--- src/gyro_bias_scale_decimator_assert.svh ---
// Assertion macros shared by the gyro decimator modules.
// Each module that uses them names its clock i_clk and its reset i_rst_n.
`ifndef GYRO_BIAS_SCALE_DECIMATOR_ASSERT_SVH
`define GYRO_BIAS_SCALE_DECIMATOR_ASSERT_SVH

// Same-cycle implication, checked out of reset.
`define GBSD_ASSERT_IMP(label, ante, cons, msg) \
    label: assert property (@(posedge i_clk) disable iff (!i_rst_n) (ante) |-> (cons)) \
        else $error(msg);

// Next-cycle implication, checked out of reset.
`define GBSD_ASSERT_NXT(label, ante, cons, msg) \
    label: assert property (@(posedge i_clk) disable iff (!i_rst_n) (ante) |=> (cons)) \
        else $error(msg);

`endif

--- src/gbsd_pkg.sv ---
`timescale 1ns / 1ps
`default_nettype none

package gbsd_pkg;

    localparam int NUM_AXES   = 3;
    localparam int SAMPLE_W   = 16;
    localparam int SCALE_W    = 24;
    localparam int WIN_W      = 8;
    localparam int SUM_W      = 24;
    localparam int RATE_W     = 32;
    localparam int FRAC_BITS  = 8;
    localparam int MUL_A_W    = SUM_W + 1;
    localparam int PROD_W     = MUL_A_W + SCALE_W + 1;
    localparam int DIVD_W     = 40;
    localparam int CFG_IDX_W  = 3;
    localparam int CFG_DATA_W = 24;

    localparam logic [SCALE_W-1:0] SCALE_ONE = SCALE_W'(65536);
    localparam logic [WIN_W-1:0]   WIN_ONE   = WIN_W'(1);
    localparam logic signed [SAMPLE_W-1:0] SAT_HI = 16'sh7fff;
    localparam logic signed [SAMPLE_W-1:0] SAT_LO = 16'sh8000;

    typedef enum logic [CFG_IDX_W-1:0] {
        CFG_OFFSET_X,
        CFG_OFFSET_Y,
        CFG_OFFSET_Z,
        CFG_DPS_PER_LSB,
        CFG_WIN_LEN
    } t_cfg_idx;

    typedef enum logic [2:0] {
        S_IDLE,
        S_MUL,
        S_CAP,
        S_DIV,
        S_OUT
    } t_state;

    typedef struct packed {
        logic signed [SAMPLE_W-1:0] raw_x;
        logic signed [SAMPLE_W-1:0] raw_y;
        logic signed [SAMPLE_W-1:0] raw_z;
    } t_in_item;

    typedef struct packed {
        logic signed [SAMPLE_W-1:0] comp_x;
        logic signed [SAMPLE_W-1:0] comp_y;
        logic signed [SAMPLE_W-1:0] comp_z;
        logic signed [RATE_W-1:0]   rate_x;
        logic signed [RATE_W-1:0]   rate_y;
        logic signed [RATE_W-1:0]   rate_z;
        logic signed [RATE_W-1:0]   avg_x;
        logic signed [RATE_W-1:0]   avg_y;
        logic signed [RATE_W-1:0]   avg_z;
        logic                       window_done;
    } t_out_item;

    typedef struct packed {
        logic                     start;
        logic signed [DIVD_W-1:0] dividend;
        logic [WIN_W-1:0]         divisor;
    } t_div_req;

    typedef struct packed {
        logic                     done;
        logic signed [RATE_W-1:0] quot;
    } t_div_rsp;

    function automatic logic signed [SAMPLE_W-1:0] sat16(input logic signed [SAMPLE_W:0] v);
        logic signed [SAMPLE_W-1:0] res;
        if (v > SAMPLE_W'(SAT_HI)) begin
            res = SAT_HI;
        end else if (v < SAMPLE_W'(SAT_LO)) begin
            res = SAT_LO;
        end else begin
            res = v[SAMPLE_W-1:0];
        end
        return res;
    endfunction

endpackage

`default_nettype wire

--- src/gbsd_in_if.sv ---
`timescale 1ns / 1ps
`default_nettype none

interface gbsd_in_if;
    logic               valid;
    logic               ready;
    gbsd_pkg::t_in_item data;

    modport source (output valid, output data, input ready);
    modport sink (input valid, input data, output ready);
endinterface

`default_nettype wire

--- src/gbsd_out_if.sv ---
`timescale 1ns / 1ps
`default_nettype none

interface gbsd_out_if;
    logic                valid;
    logic                ready;
    gbsd_pkg::t_out_item data;

    modport source (output valid, output data, input ready);
    modport sink (input valid, input data, output ready);
endinterface

`default_nettype wire

--- src/gbsd_mul.sv ---
`timescale 1ns / 1ps
`default_nettype none

module gbsd_mul (
    input  wire logic                                   i_clk,
    input  wire logic signed [gbsd_pkg::MUL_A_W-1:0]    i_a,
    input  wire logic [gbsd_pkg::SCALE_W-1:0]           i_b,
    output logic signed [gbsd_pkg::PROD_W-1:0]          o_prod
);
    import gbsd_pkg::*;

    logic signed [PROD_W-1:0] r_prod;
    logic signed [PROD_W-1:0] n_prod;

    always_comb begin
        n_prod = PROD_W'(i_a) * PROD_W'($signed({1'b0, i_b}));
    end

    always_ff @(posedge i_clk) begin
        r_prod <= n_prod;
    end

    assign o_prod = r_prod;
endmodule

`default_nettype wire

--- src/gbsd_div.sv ---
`timescale 1ns / 1ps
`default_nettype none

`include "gyro_bias_scale_decimator_assert.svh"

module gbsd_div (
    input  wire logic              i_clk,
    input  wire logic              i_rst_n,
    input  wire gbsd_pkg::t_div_req i_req,
    output gbsd_pkg::t_div_rsp     o_rsp
);
    import gbsd_pkg::*;

    localparam int CNT_W = $clog2(DIVD_W + 1);
    localparam logic [CNT_W-1:0] CNT_LAST = CNT_W'(DIVD_W - 1);

    logic               r_busy;
    logic               r_done;
    logic               r_neg;
    logic [DIVD_W-1:0]  r_quo;
    logic [WIN_W-1:0]   r_rem;
    logic [WIN_W-1:0]   r_dvs;
    logic [CNT_W-1:0]   r_cnt;

    logic [DIVD_W-1:0]  dvd_raw;
    logic [DIVD_W-1:0]  dvd_mag;
    logic [WIN_W:0]     rem_sh;
    logic [WIN_W:0]     rem_sub;
    logic               fits;
    logic [RATE_W-1:0]  quo_lo;

    always_comb begin
        dvd_raw = i_req.dividend;
        dvd_mag = dvd_raw[DIVD_W-1] ? (~dvd_raw + 1'b1) : dvd_raw;
        rem_sh  = {r_rem, r_quo[DIVD_W-1]};
        rem_sub = rem_sh - {1'b0, r_dvs};
        fits    = (rem_sh >= {1'b0, r_dvs});
        quo_lo  = r_quo[RATE_W-1:0];
    end

    always_ff @(posedge i_clk) begin
        if (!i_rst_n) begin
            r_busy <= 1'b0;
            r_done <= 1'b0;
        end else if (i_req.start) begin
            r_busy <= 1'b1;
            r_done <= 1'b0;
        end else if (r_busy && (r_cnt == CNT_LAST)) begin
            r_busy <= 1'b0;
            r_done <= 1'b1;
        end else begin
            r_done <= 1'b0;
        end
    end

    always_ff @(posedge i_clk) begin
        if (i_req.start) begin
            r_quo <= dvd_mag;
            r_rem <= '0;
            r_dvs <= i_req.divisor;
            r_neg <= dvd_raw[DIVD_W-1];
            r_cnt <= '0;
        end else if (r_busy) begin
            r_quo <= {r_quo[DIVD_W-2:0], fits};
            r_rem <= fits ? rem_sub[WIN_W-1:0] : rem_sh[WIN_W-1:0];
            r_cnt <= r_cnt + 1'b1;
        end
    end

    assign o_rsp.done = r_done;
    assign o_rsp.quot = $signed(r_neg ? (~quo_lo + 1'b1) : quo_lo);

    `GBSD_ASSERT_IMP(a_no_restart, i_req.start, !r_busy, "Divider started while busy.")
    `GBSD_ASSERT_IMP(a_done_ends_run, r_done, !r_busy && $past(r_busy), "Done without a run.")
    `GBSD_ASSERT_IMP(a_rem_bound, r_busy, r_rem < r_dvs, "Partial remainder out of range.")
endmodule

`default_nettype wire

--- src/gyro_bias_scale_decimator.sv ---
// Three-axis gyro bias removal, scaling and boxcar decimation. Each request carries one raw
// sample and yields one result: the bias-corrected samples saturated to 16 bits, their rates
// in Q23.8 degrees per second, and, on the request that closes a window, the window average.
// A request that does not close a window makes three passes through the shared multiplier,
// each a multiply state and a capture state, then loads the output register and returns to
// the idle state, in which the next request is accepted.
// A request that closes a window adds three sum passes, each a multiply and capture followed
// by a 40-step division by the sample count through one shared restoring divider
// that produces one quotient bit per cycle. The input is not ready while a request is being
// worked on; a finished result waits in the output register and does not block acceptance,
// but the next result is held back until the previous one has been taken.
// Writing the window length register starts a new window.
`timescale 1ns / 1ps
`default_nettype none

`include "gyro_bias_scale_decimator_assert.svh"

module gyro_bias_scale_decimator (
    input  wire logic                              i_clk,
    input  wire logic                              i_rst_n,
    gbsd_in_if.sink                                i_in_ch,
    gbsd_out_if.source                             o_out_ch,
    input  wire logic                              i_cfg_we,
    input  wire logic [gbsd_pkg::CFG_IDX_W-1:0]    i_cfg_idx,
    input  wire logic [gbsd_pkg::CFG_DATA_W-1:0]   i_cfg_data
);
    import gbsd_pkg::*;

    localparam logic [2:0] STEP_LAST_RATE = 3'd2;
    localparam logic [2:0] STEP_FIRST_SUM = 3'd3;
    localparam logic [2:0] STEP_LAST      = 3'd5;

    t_state                       r_state;
    t_state                       n_state;
    logic [2:0]                   r_step;
    logic [2:0]                   n_step;

    logic signed [SAMPLE_W-1:0]   r_off [NUM_AXES];
    logic [SCALE_W-1:0]           r_scale;
    logic [WIN_W-1:0]             r_decim;
    logic signed [SUM_W-1:0]      r_sum [NUM_AXES];
    logic [WIN_W-1:0]             r_count;

    logic signed [SAMPLE_W-1:0]   r_comp [NUM_AXES];
    logic signed [RATE_W-1:0]     r_rate [NUM_AXES];
    logic signed [RATE_W-1:0]     r_avg  [NUM_AXES];
    logic                         r_done;
    logic [WIN_W-1:0]             r_n;
    logic                         r_out_valid;
    t_out_item                    r_out;

    logic signed [SAMPLE_W-1:0]   raw_in  [NUM_AXES];
    logic signed [SAMPLE_W-1:0]   comp_in [NUM_AXES];
    logic signed [SUM_W-1:0]      sum_in  [NUM_AXES];
    logic [WIN_W-1:0]             count_next;
    logic                         done_in;
    logic [SCALE_W-1:0]           eff_scale;
    logic [WIN_W-1:0]             eff_win;
    logic [2:0]                   step_m3;
    logic [1:0]                   sel;
    logic signed [MUL_A_W-1:0]    mul_a;
    logic signed [PROD_W-1:0]     prod;
    logic                         in_ready;
    logic                         accept;
    logic                         out_load;
    t_div_req                     div_req;
    t_div_rsp                     div_rsp;

    gbsd_mul u_mul (
        .i_clk  (i_clk),
        .i_a    (mul_a),
        .i_b    (eff_scale),
        .o_prod (prod)
    );

    gbsd_div u_div (
        .i_clk   (i_clk),
        .i_rst_n (i_rst_n),
        .i_req   (div_req),
        .o_rsp   (div_rsp)
    );

    always_comb begin
        raw_in[0] = i_in_ch.data.raw_x;
        raw_in[1] = i_in_ch.data.raw_y;
        raw_in[2] = i_in_ch.data.raw_z;
        for (int a = 0; a < NUM_AXES; a++) begin
            comp_in[a] = sat16((SAMPLE_W + 1)'(raw_in[a]) - (SAMPLE_W + 1)'(r_off[a]));
            sum_in[a]  = r_sum[a] + SUM_W'(comp_in[a]);
        end
        eff_scale  = (r_scale == '0) ? SCALE_ONE : r_scale;
        eff_win    = (r_decim == '0) ? WIN_ONE : r_decim;
        count_next = r_count + 1'b1;
        done_in    = (count_next >= eff_win);
        step_m3    = r_step - STEP_FIRST_SUM;
        sel        = (r_step > STEP_LAST_RATE) ? step_m3[1:0] : r_step[1:0];
        mul_a      = (r_step > STEP_LAST_RATE) ? MUL_A_W'(r_sum[sel]) : MUL_A_W'(r_comp[sel]);
    end

    always_comb begin
        n_state          = r_state;
        n_step           = r_step;
        in_ready         = 1'b0;
        out_load         = 1'b0;
        div_req.start    = 1'b0;
        div_req.dividend = prod[DIVD_W+FRAC_BITS-1:FRAC_BITS];
        div_req.divisor  = r_n;
        case (r_state)
            S_IDLE: begin
                in_ready = 1'b1;
                if (i_in_ch.valid) begin
                    n_state = S_MUL;
                    n_step  = '0;
                end
            end
            S_MUL: begin
                n_state = S_CAP;
            end
            S_CAP: begin
                if (r_step > STEP_LAST_RATE) begin
                    div_req.start = 1'b1;
                    n_state       = S_DIV;
                end else if ((r_step == STEP_LAST_RATE) && !r_done) begin
                    n_state = S_OUT;
                end else begin
                    n_state = S_MUL;
                    n_step  = r_step + 1'b1;
                end
            end
            S_DIV: begin
                if (div_rsp.done) begin
                    if (r_step == STEP_LAST) begin
                        n_state = S_OUT;
                    end else begin
                        n_state = S_MUL;
                        n_step  = r_step + 1'b1;
                    end
                end
            end
            S_OUT: begin
                if (!r_out_valid || o_out_ch.ready) begin
                    out_load = 1'b1;
                    n_state  = S_IDLE;
                end
            end
            default: begin
                n_state = S_IDLE;
            end
        endcase
    end

    assign accept = in_ready && i_in_ch.valid;

    always_ff @(posedge i_clk) begin
        if (!i_rst_n) begin
            r_state <= S_IDLE;
            r_step  <= '0;
        end else begin
            r_state <= n_state;
            r_step  <= n_step;
        end
    end

    always_ff @(posedge i_clk) begin
        if (!i_rst_n) begin
            for (int a = 0; a < NUM_AXES; a++) begin
                r_off[a] <= '0;
                r_sum[a] <= '0;
            end
            r_scale     <= SCALE_ONE;
            r_decim     <= WIN_ONE;
            r_count     <= '0;
            r_out_valid <= 1'b0;
        end else begin
            if (accept) begin
                for (int a = 0; a < NUM_AXES; a++) begin
                    r_sum[a] <= sum_in[a];
                end
                r_count <= count_next;
            end
            if (out_load && r_done) begin
                for (int a = 0; a < NUM_AXES; a++) begin
                    r_sum[a] <= '0;
                end
                r_count <= '0;
            end
            if (out_load) begin
                r_out_valid <= 1'b1;
            end else if (o_out_ch.ready) begin
                r_out_valid <= 1'b0;
            end
            if (i_cfg_we) begin
                case (i_cfg_idx)
                    CFG_OFFSET_X: begin
                        r_off[0] <= i_cfg_data[SAMPLE_W-1:0];
                    end
                    CFG_OFFSET_Y: begin
                        r_off[1] <= i_cfg_data[SAMPLE_W-1:0];
                    end
                    CFG_OFFSET_Z: begin
                        r_off[2] <= i_cfg_data[SAMPLE_W-1:0];
                    end
                    CFG_DPS_PER_LSB: begin
                        r_scale <= i_cfg_data[SCALE_W-1:0];
                    end
                    CFG_WIN_LEN: begin
                        r_decim <= i_cfg_data[WIN_W-1:0];
                        for (int a = 0; a < NUM_AXES; a++) begin
                            r_sum[a] <= '0;
                        end
                        r_count <= '0;
                    end
                    default: begin
                    end
                endcase
            end
        end
    end

    always_ff @(posedge i_clk) begin
        if (accept) begin
            for (int a = 0; a < NUM_AXES; a++) begin
                r_comp[a] <= comp_in[a];
            end
            r_done <= done_in;
            r_n    <= count_next;
        end
        if ((r_state == S_CAP) && (r_step <= STEP_LAST_RATE)) begin
            r_rate[sel] <= prod[RATE_W+FRAC_BITS-1:FRAC_BITS];
        end
        if ((r_state == S_DIV) && div_rsp.done) begin
            r_avg[sel] <= div_rsp.quot;
        end
        if (out_load) begin
            r_out.comp_x      <= r_comp[0];
            r_out.comp_y      <= r_comp[1];
            r_out.comp_z      <= r_comp[2];
            r_out.rate_x      <= r_rate[0];
            r_out.rate_y      <= r_rate[1];
            r_out.rate_z      <= r_rate[2];
            r_out.avg_x       <= r_done ? r_avg[0] : '0;
            r_out.avg_y       <= r_done ? r_avg[1] : '0;
            r_out.avg_z       <= r_done ? r_avg[2] : '0;
            r_out.window_done <= r_done;
        end
    end

    assign i_in_ch.ready  = in_ready;
    assign o_out_ch.valid = r_out_valid;
    assign o_out_ch.data  = r_out;

    `GBSD_ASSERT_NXT(a_accept_starts, accept, r_state == S_MUL, "Request did not start work.")
    `GBSD_ASSERT_IMP(a_div_done_waited, div_rsp.done, r_state == S_DIV, "Stray divider result.")
    `GBSD_ASSERT_IMP(a_count_in_window, r_state == S_IDLE, r_count < eff_win, "Window overrun.")
endmodule

`default_nettype wire
--- src/flat_wrapper.sv ---
// flat-port wrapper written by rule: the top's interface ports become plain ports
module gyro_bias_scale_decimator_flat import gbsd_pkg::*;
  (i_clk, i_rst_n, i_cfg_we, i_cfg_idx, i_cfg_data, i_in_ch_valid, i_in_ch_data, i_in_ch_ready, o_out_ch_valid, o_out_ch_data, o_out_ch_ready);
  gbsd_in_if i_in_ch_i ();
  gbsd_out_if o_out_ch_i ();
  input  wire logic i_clk;
  input  wire logic i_rst_n;
  input  wire logic i_cfg_we;
  input  wire logic [gbsd_pkg::CFG_IDX_W-1:0] i_cfg_idx;
  input  wire logic [gbsd_pkg::CFG_DATA_W-1:0] i_cfg_data;
  input wire logic [$bits(i_in_ch_i.valid)-1:0] i_in_ch_valid;
  input wire logic [$bits(i_in_ch_i.data)-1:0] i_in_ch_data;
  output wire logic [$bits(i_in_ch_i.ready)-1:0] i_in_ch_ready;
  output wire logic [$bits(o_out_ch_i.valid)-1:0] o_out_ch_valid;
  output wire logic [$bits(o_out_ch_i.data)-1:0] o_out_ch_data;
  input wire logic [$bits(o_out_ch_i.ready)-1:0] o_out_ch_ready;
  assign i_in_ch_i.valid = i_in_ch_valid;
  assign i_in_ch_i.data = i_in_ch_data;
  assign i_in_ch_ready = i_in_ch_i.ready;
  assign o_out_ch_valid = o_out_ch_i.valid;
  assign o_out_ch_data = o_out_ch_i.data;
  assign o_out_ch_i.ready = o_out_ch_ready;
  gyro_bias_scale_decimator u_core (.i_clk(i_clk), .i_rst_n(i_rst_n), .i_in_ch(i_in_ch_i), .o_out_ch(o_out_ch_i), .i_cfg_we(i_cfg_we), .i_cfg_idx(i_cfg_idx), .i_cfg_data(i_cfg_data));
endmodule
--- config.mk ---
export PLATFORM = sky130hd
export DESIGN_NAME = gyro_bias_scale_decimator_flat
export DESIGN_NICKNAME = d
export VERILOG_FILES = /design/src/gbsd_pkg.sv /design/src/gbsd_in_if.sv /design/src/gbsd_out_if.sv /design/src/gbsd_mul.sv /design/src/gbsd_div.sv /design/src/gyro_bias_scale_decimator.sv /design/src/flat_wrapper.sv
export VERILOG_INCLUDE_DIRS = /design/src /design/src/src
export SDC_FILE = /design/constraint.sdc
export NUM_CORES = 2
export LEC_CHECK = 0
export BUFFER_PORTS_ARGS = -buffer_cell sky130_fd_sc_hd__buf_2
export CAP_MARGIN = 20
export CORE_MARGIN = 2
export CORE_UTILIZATION = 45
export CTS_BUF_LIST = sky130_fd_sc_hd__clkbuf_4 sky130_fd_sc_hd__clkbuf_8
export DETAILED_ROUTE_END_ITERATION = 10
export SETUP_SLACK_MARGIN = 0.15
export SYNTH_ARGS = -nofsm -noshare
export SYNTH_HDL_FRONTEND = slang
export SYNTH_HIERARCHICAL = 1
export SYNTH_SLANG_ARGS = --single-unit
--- constraint.sdc ---
create_clock -name i_clk -period 22.5 [get_ports i_clk]
set_input_delay 2.25 -clock i_clk [delete_from_list [all_inputs] [get_ports i_clk]]
set_output_delay 2.25 -clock i_clk [all_outputs]
set_load 0.01 [all_outputs]
# Yosys cells after proc, flatten, opt, wreduce, memory -nomap -nowiden
# Memories as Yosys holds them, arrays and structs flattened. A register that Yosys moved wholly into a read port is not among the register bits.
# Index checks and enable logic that the tools add are counted.
[op_classes]
add_sub_neg = 13
n_mul = 1
div = 0
n_lt_le_gt_ge = 10
n_eq_ne = 17
n_shift = 0
n_mux = 82
bitwise = 15
reduce_logical = 25
[ops]
columns = ["op", "n"]
rows = [
  ["two-way mux 24 bit", 10],
  ["two-way mux 16 bit", 9],
  ["two-way mux 40 bit", 3],
  ["adder 24 x 16 -> 24 bit", 3],
  ["greater-than comparator 17 x 16 -> 1 bit (second input constant)", 3],
  ["< comparator 17 x 16 -> 1 bit (second input constant)", 3],
  ["subtractor 16 x 16 -> 17 bit", 3],
  ["multiplier 25 x 25 -> 48 bit", 1],
  ["two-way mux 8 bit", 6],
  ["adder 40 x 1 -> 40 bit (second input constant)", 1],
  ["inverter 40 bit", 1],
  ["two-way mux 1 bit", 38],
  ["two-way mux 3 bit", 11],
  ["adder 32 x 1 -> 32 bit (second input constant)", 1],
  ["two-way mux 32 bit", 1],
  ["inverter 32 bit", 1],
  ["two-way mux 25 bit", 1],
  ["zero test 24 bit", 1],
  ["== test 3 x 2 -> 1 bit (second input constant)", 5],
  ["case mux 3 bit (5 select lines)", 1],
  ["bitwise OR 1 bit", 12],
  ["inequality test 2 bit (second input constant)", 5],
  ["== test 3 bit (second input constant)", 3],
  ["greater-or-equal comparator 9 x 8 -> 1 bit", 1],
  ["25 further kinds", 39],
]
[totals]
reg_bits = 170
latch_bits = 0
ram_bits = 360
romBits = 0
inputBits = 80
output_inout_bits = 243
elab_cells = 185
n_memories = 5
[memory_table]
columns = ["memory", "depth", "width", "rd", "rd_clocked_by_memory_dff", "write_ports", "line_no", "rtl"]
rows = [
  ["u_core.r_avg", 3, 32, 3, 3, 1, "gyro_bias_scale_decimator.sv:46", "logic signed [RATE_W-1:0] r_avg [NUM_AXES];"],
  ["u_core.r_rate", 3, 32, 3, 3, 1, "gyro_bias_scale_decimator.sv:45", "logic signed [RATE_W-1:0] r_rate [NUM_AXES];"],
  ["u_core.r_sum", 3, 24, 4, 0, 3, "gyro_bias_scale_decimator.sv:41", "logic signed [SUM_W-1:0] r_sum [NUM_AXES];"],
  ["u_core.r_comp", 3, 16, 4, 3, 3, "gyro_bias_scale_decimator.sv:44", "logic signed [SAMPLE_W-1:0] r_comp [NUM_AXES];"],
  ["u_core.r_off", 3, 16, 3, 0, 3, "gyro_bias_scale_decimator.sv:38", "logic signed [SAMPLE_W-1:0] r_off [NUM_AXES];"],
]

# Depth between registers and ports, before layout
[logic_depth]
ltp_word = 10
mapped_depth = 38
mapped_depth_nobuf = 33

# Cells and area by module
# Netlist, hierarchy kept.
[by_module_without_submodules]
columns = ["mod", "instances", "cells_each", "area_each_um2", "seq_area_each_um2"]
rows = [
  ["gyro_bias_scale_decimator", 1, 2207, 28512.3, 18537.8],
  ["gbsd_mul", 1, 2593, 24039.3, 1001.0],
  ["gbsd_div", 1, 509, 4625.7, 1791.7],
]

# Worst setup path after synthesis
# No wires, ideal clock.
[synth_path]
kind = "input to register"
start = "in o_out_ch_ready"
end = "mem u_core.r_sum[0][21]"
setup_ns = 0.117
arrival_ns = 14.390
t_required_ns = 22.383
path_slack_ns = 7.993
stages = 7
path_buffers = 2
cell_sequence = "nor2b_1 -> nor2_1 -> a21oi_1 -> and2_1 -> clkbuf_1 -> clkbuf_1 -> a22o_1"
[synth_lines]
columns = ["element", "line_no", "rtl"]
rows = [
  ["from (decl)", "flat_wrapper.sv:16", "input wire logic [$bits(o_out_ch_i.ready)-1:0] o_out_ch_ready;"],
  ["to (decl)", "gyro_bias_scale_decimator.sv:41", ""],
]

# Worst setup path in the final report
[layout_path]
start = "reg u_core.r_step[1]"
end = "reg u_core.u_mul.r_prod[45] (netlist: u_core/u_mul/o_prod[45])"
[layout_between]
elab_chain_len = 5
elab_cells_between_ends = 7
cone_classes = "add/sub: 1; mul: 1; order compare: 1; mux: 2; memory: 2"
[layout_lines]
columns = ["element", "line_no", "rtl"]
rows = [
  ["from (decl)", "gyro_bias_scale_decimator.sv:35", "logic [2:0] r_step;"],
  ["from (signal assigned)", "gyro_bias_scale_decimator.sv:160", "r_step <= n_step;"],
  ["greater-than comparator 3 x 2 -> 1 bit or subtractor 2 bit (tied branches)", "gyro_bias_scale_decimator.sv:96, gyro_bias_scale_decimator.sv:97, gyro_bias_scale_decimator.sv:95", ""],
  ["two-way mux 2 bit", "gyro_bias_scale_decimator.sv:96", "sel = (r_step > STEP_LAST_RATE) ? step_m3[1:0] : r_step[1:0];"],
  ["memory (3 x 16 bit) or memory (3 x 24 bit) (tied branches)", "--", ""],
  ["two-way mux 25 bit *", "gyro_bias_scale_decimator.sv:97", "mul_a = (r_step > STEP_LAST_RATE) ? MUL_A_W'(r_sum[sel]) : MUL_A_W'(r_comp[sel]);"],
  ["net u_core.mul_a[9]", "gyro_bias_scale_decimator.sv:61", "logic signed [MUL_A_W-1:0] mul_a;"],
  ["multiplier 25 x 25 -> 48 bit *", "gbsd_mul.sv:16", "n_prod = PROD_W'(i_a) * PROD_W'($signed({1'b0, i_b}));"],
  ["net u_core.u_mul.n_prod[45]", "gbsd_mul.sv:13", "logic signed [PROD_W-1:0] n_prod;"],
  ["to (signal assigned)", "gbsd_mul.sv:20", "r_prod <= n_prod;"],
  ["to (decl)", "gbsd_mul.sv:12", "logic signed [PROD_W-1:0] r_prod;"],
]
# Mark *: on every way through the listed nets, which the timed path passes. The rest lies on a longest branch.
# A chain may end at the register's enable or synchronous reset.

==> impl_metrics.csv <==
group,metric,value,unit
finish,design_area,62700,um^2
clock_network,cts_sinks,762,
critical_path,worst_path_most_repeated_cell,"sky130_fd_sc_hd__fa_1",
clock_network,postCtsHoldBufs,0,
sta,finalHoldWorstSlack,0.351,ns
clock_network,clkTransAtPathRegs,0.06,ns
clock_network,cts-buffers-inserted,133,
route,route.detailed.drc,0,
die,design.die.area,128000,um^2
synth,synth_nets,6244,
critical_path,setup.reg_to_reg.worst_slack,12.93,ns
sta,clock_skew,0.0945,ns
placed_design,dpl.hpwl,108000,um
sta,finalHoldViolations,0,
critical_path,cp_slowest_stage_delay,0.91,ns
grt,total_congestion_overflow,0,
route,routed_wl,146000,um
clock_network,postCtsSetupRepairBufs,0,
min_path,hold_path.class,"register to register",
pwr,worst_vdd_drop,55.5,uV
clock_network,cts-htree-levels,4,
critical_path,timing.critical_path.required,23.22,ns
finish,nets,6548,
placed_design,place.port_buffers,322,
status,status,"finished, final reports clean",
clock_network,root_buffer,"sky130_fd_sc_hd__clkbuf_8",
finish,fraction_of_layout_cells_with_a_size_suffix_above_1,0.123,
min_path,hold-path-endpoint,"u_core/o_out_ch.data[106]$_DFFE_PP_",
min_path,hold_start,"u_core/r_rate[2][9]$_DFFE_PP_",
sta,final_max_slew_viol_count,0,
critical_path,cp_data_arrival_time,10.29,ns
route,detailroute.via_count,38400,
synth,mappedNetlistArea,56500,um^2
sta,min_period,9.57,ns
sta,rsz0062_at_grt,"no",
die,i_o_pins,323,
sta,setup_viol,0,
route,vias_per_cell,5.27,
sta,min_period_over_period,0.425,
finish,final_cells,7285,
synth,netlist_instances,5240,
die,start_util,0.455,
clock_network,cts_repair_resize_count,0,
critical_path,worstSetupPathType,"register to register",
sta,finalSetupTns,0,ns
placed_design,post-place-cells,7046,
grt,wire_length_of_the_first_global_routing_pass,230000,um
critical_path,kind_of_end_point_of_the_critical_path,"register",
pwr,leakagePower,27.6,nW
placed_design,gp_routability_congestion,0.874,
sta,achievable-frequency,105,MHz
grt,grt_pass1_vias,40000,
die,core_area,124000,um^2
critical_path,start_kind,"register",
critical_path,critical_path.reg2reg.endpoint,"u_core/u_mul/o_prod[45]$_DFF_P_",
job,number_of_maximum_capacitance_constraint_violations,0,
critical_path,cp_max_delay_cell,"sky130_fd_sc_hd__and2_1",
placed_design,post_dp_cell_area,60000,um^2
route,first_pass_iters,5,
clock_network,cts_tree,"yes",
critical_path,path_depth_of_the_worst_reg2reg_path,29,
finish,flow.area_growth_from_synthesis,11.1,%
route,post_drt_wl_per_cell,20.0,um
grt,antenna_found_initial,6,
min_path,hold_depth,0,
die,floorplan.rows,129,
synth,synth.yosys.warnings,6,
clock_network,worstSkewPairLatency,0.92,ns
die,die_height,358,um
route,initial_drt_markers,2686,
grt,groute.usage.overall,0.233,
clock_network,clock_tree.buffer_depth,3,
critical_path,worstReg2RegStart,"u_core/r_step[1]$_SDFFE_PN0P_",
critical_path,crit_fanout,26,
die,die_x,358,um
route,detail-route-antenna-nets,0,
sta,worst_pin_slew,1.26,ns
synth,syn_area_per_cell,10.8,um^2
pwr,areal_power_density_over_the_cells,83.7,nW/um^2
sta,maxSlewHeadroom,0.155,
grt,grt_start_max_net_pins,169,
[routing by layer]
layer,up-vias,routed length [um],GRT usage
li1,17800,-,-
met1,19200,63200,0.308
met2,1132,69700,0.386
met3,247,8670,0.0450
met4,2,4160,0.0755
met5,-,8,0
[report_power, final]
part	internal, mW	total [mW]	switching, mW
sequential	1.67	1.83	0.158
combinational	0.796	2.11	1.32
clock	0.704	1.30	0.599
[placed cells by master, fill, tap and decap left out, types with 175 or more instances in the layout]
master                     instances
sky130_fd_sc_hd__inv_1           819
sky130_fd_sc_hd__fa_1            633
sky130_fd_sc_hd__edfxtp_1        587
sky130_fd_sc_hd__and2_1          501
sky130_fd_sc_hd__nand2_1         457
sky130_fd_sc_hd__buf_2           322
sky130_fd_sc_hd__ha_1            291
sky130_fd_sc_hd__nor2_1          218
sky130_fd_sc_hd__a21oi_1         208
sky130_fd_sc_hd__dfxtp_1         175
[cell type report]
type,count,area (um^2)
Antenna cell,3,7.51
Clock buffer,175,2200
Clock inverter,61,522
Fill cell,11400,61400
Inverter,822,3090
Multi-Input combinational cell,3419,31500
Sequential cell,762,21100
Tap cell,1637,2050
Timing Repair Buffer,406,2270
[through the flow]
step / utilization / worst slack, ns / power (mW)
5_1_grt: 0.505 / 12.25 / 5.63
3_5_place_dp: 0.483 / 12.98 / 3.96
2_1_floorplan: - / 7.99 / 3.32
4_1_cts: 0.505 / 12.95 / 5.28
3_3_place_gp: 0.483 / 13.17 / 3.93
6_report: 0.505 / 12.93 / 5.25
[critical path, delay by kind of cell (launching register included)]
kind	cells	cell delay [ns]
AND/OR/NAND/NOR	7	1.94
AO/OA/AOI/OAI	7	1.80
XOR/XNOR	1	0.25
flip-flops	1	0.46
adder cells (fa/ha/maj)	9	4.38
buffers and inverters	5	0.56
[worst max-delay path by stage]
stage | slack, ns | to | cells past startpoint | from
floorplan | 7.99 | u_core/r_sum[0][21]$_SDFFE_PP0P_ | 7 | o_out_ch_ready
global placement | 13.17 | u_core/u_mul/o_prod[46]$_DFF_P_ | 27 | u_core/r_step[2]$_SDFFE_PN0P_
detailed placement | 12.98 | u_core/u_mul/o_prod[46]$_DFF_P_ | 27 | u_core/r_step[2]$_SDFFE_PN0P_
CTS | 12.95 | u_core/u_mul/o_prod[46]$_DFF_P_ | 27 | u_core/r_step[2]$_SDFFE_PN0P_
global route | 12.25 | u_core/u_mul/o_prod[46]$_DFF_P_ | 27 | u_core/r_step[2]$_SDFFE_PN0P_
finish | 12.93 | u_core/u_mul/o_prod[45]$_DFF_P_ | 29 | u_core/r_step[1]$_SDFFE_PN0P_
[flip-flops by register name (all words and copies together) (netlist names), 3 cells and up]
name and count:
u_core/r_off 48, u_core/u_div/r_rem 8, u_core/u_div/r_quo 40, u_core/r_comp 48, u_core/r_sum 72, u_core/r_avg 96
u_core/u_mul/o_prod 40, u_core/u_div/r_cnt 6, u_core/r_state 3, u_core/u_div/r_dvs 8, u_core/r_n 8, u_core/r_count 8
u_core/r_step 3, u_core/r_rate 96, u_core/o_out_ch.data 241, u_core/r_decim 8, u_core/r_scale 24
Note: power is estimated with default switching activity, not from simulation.
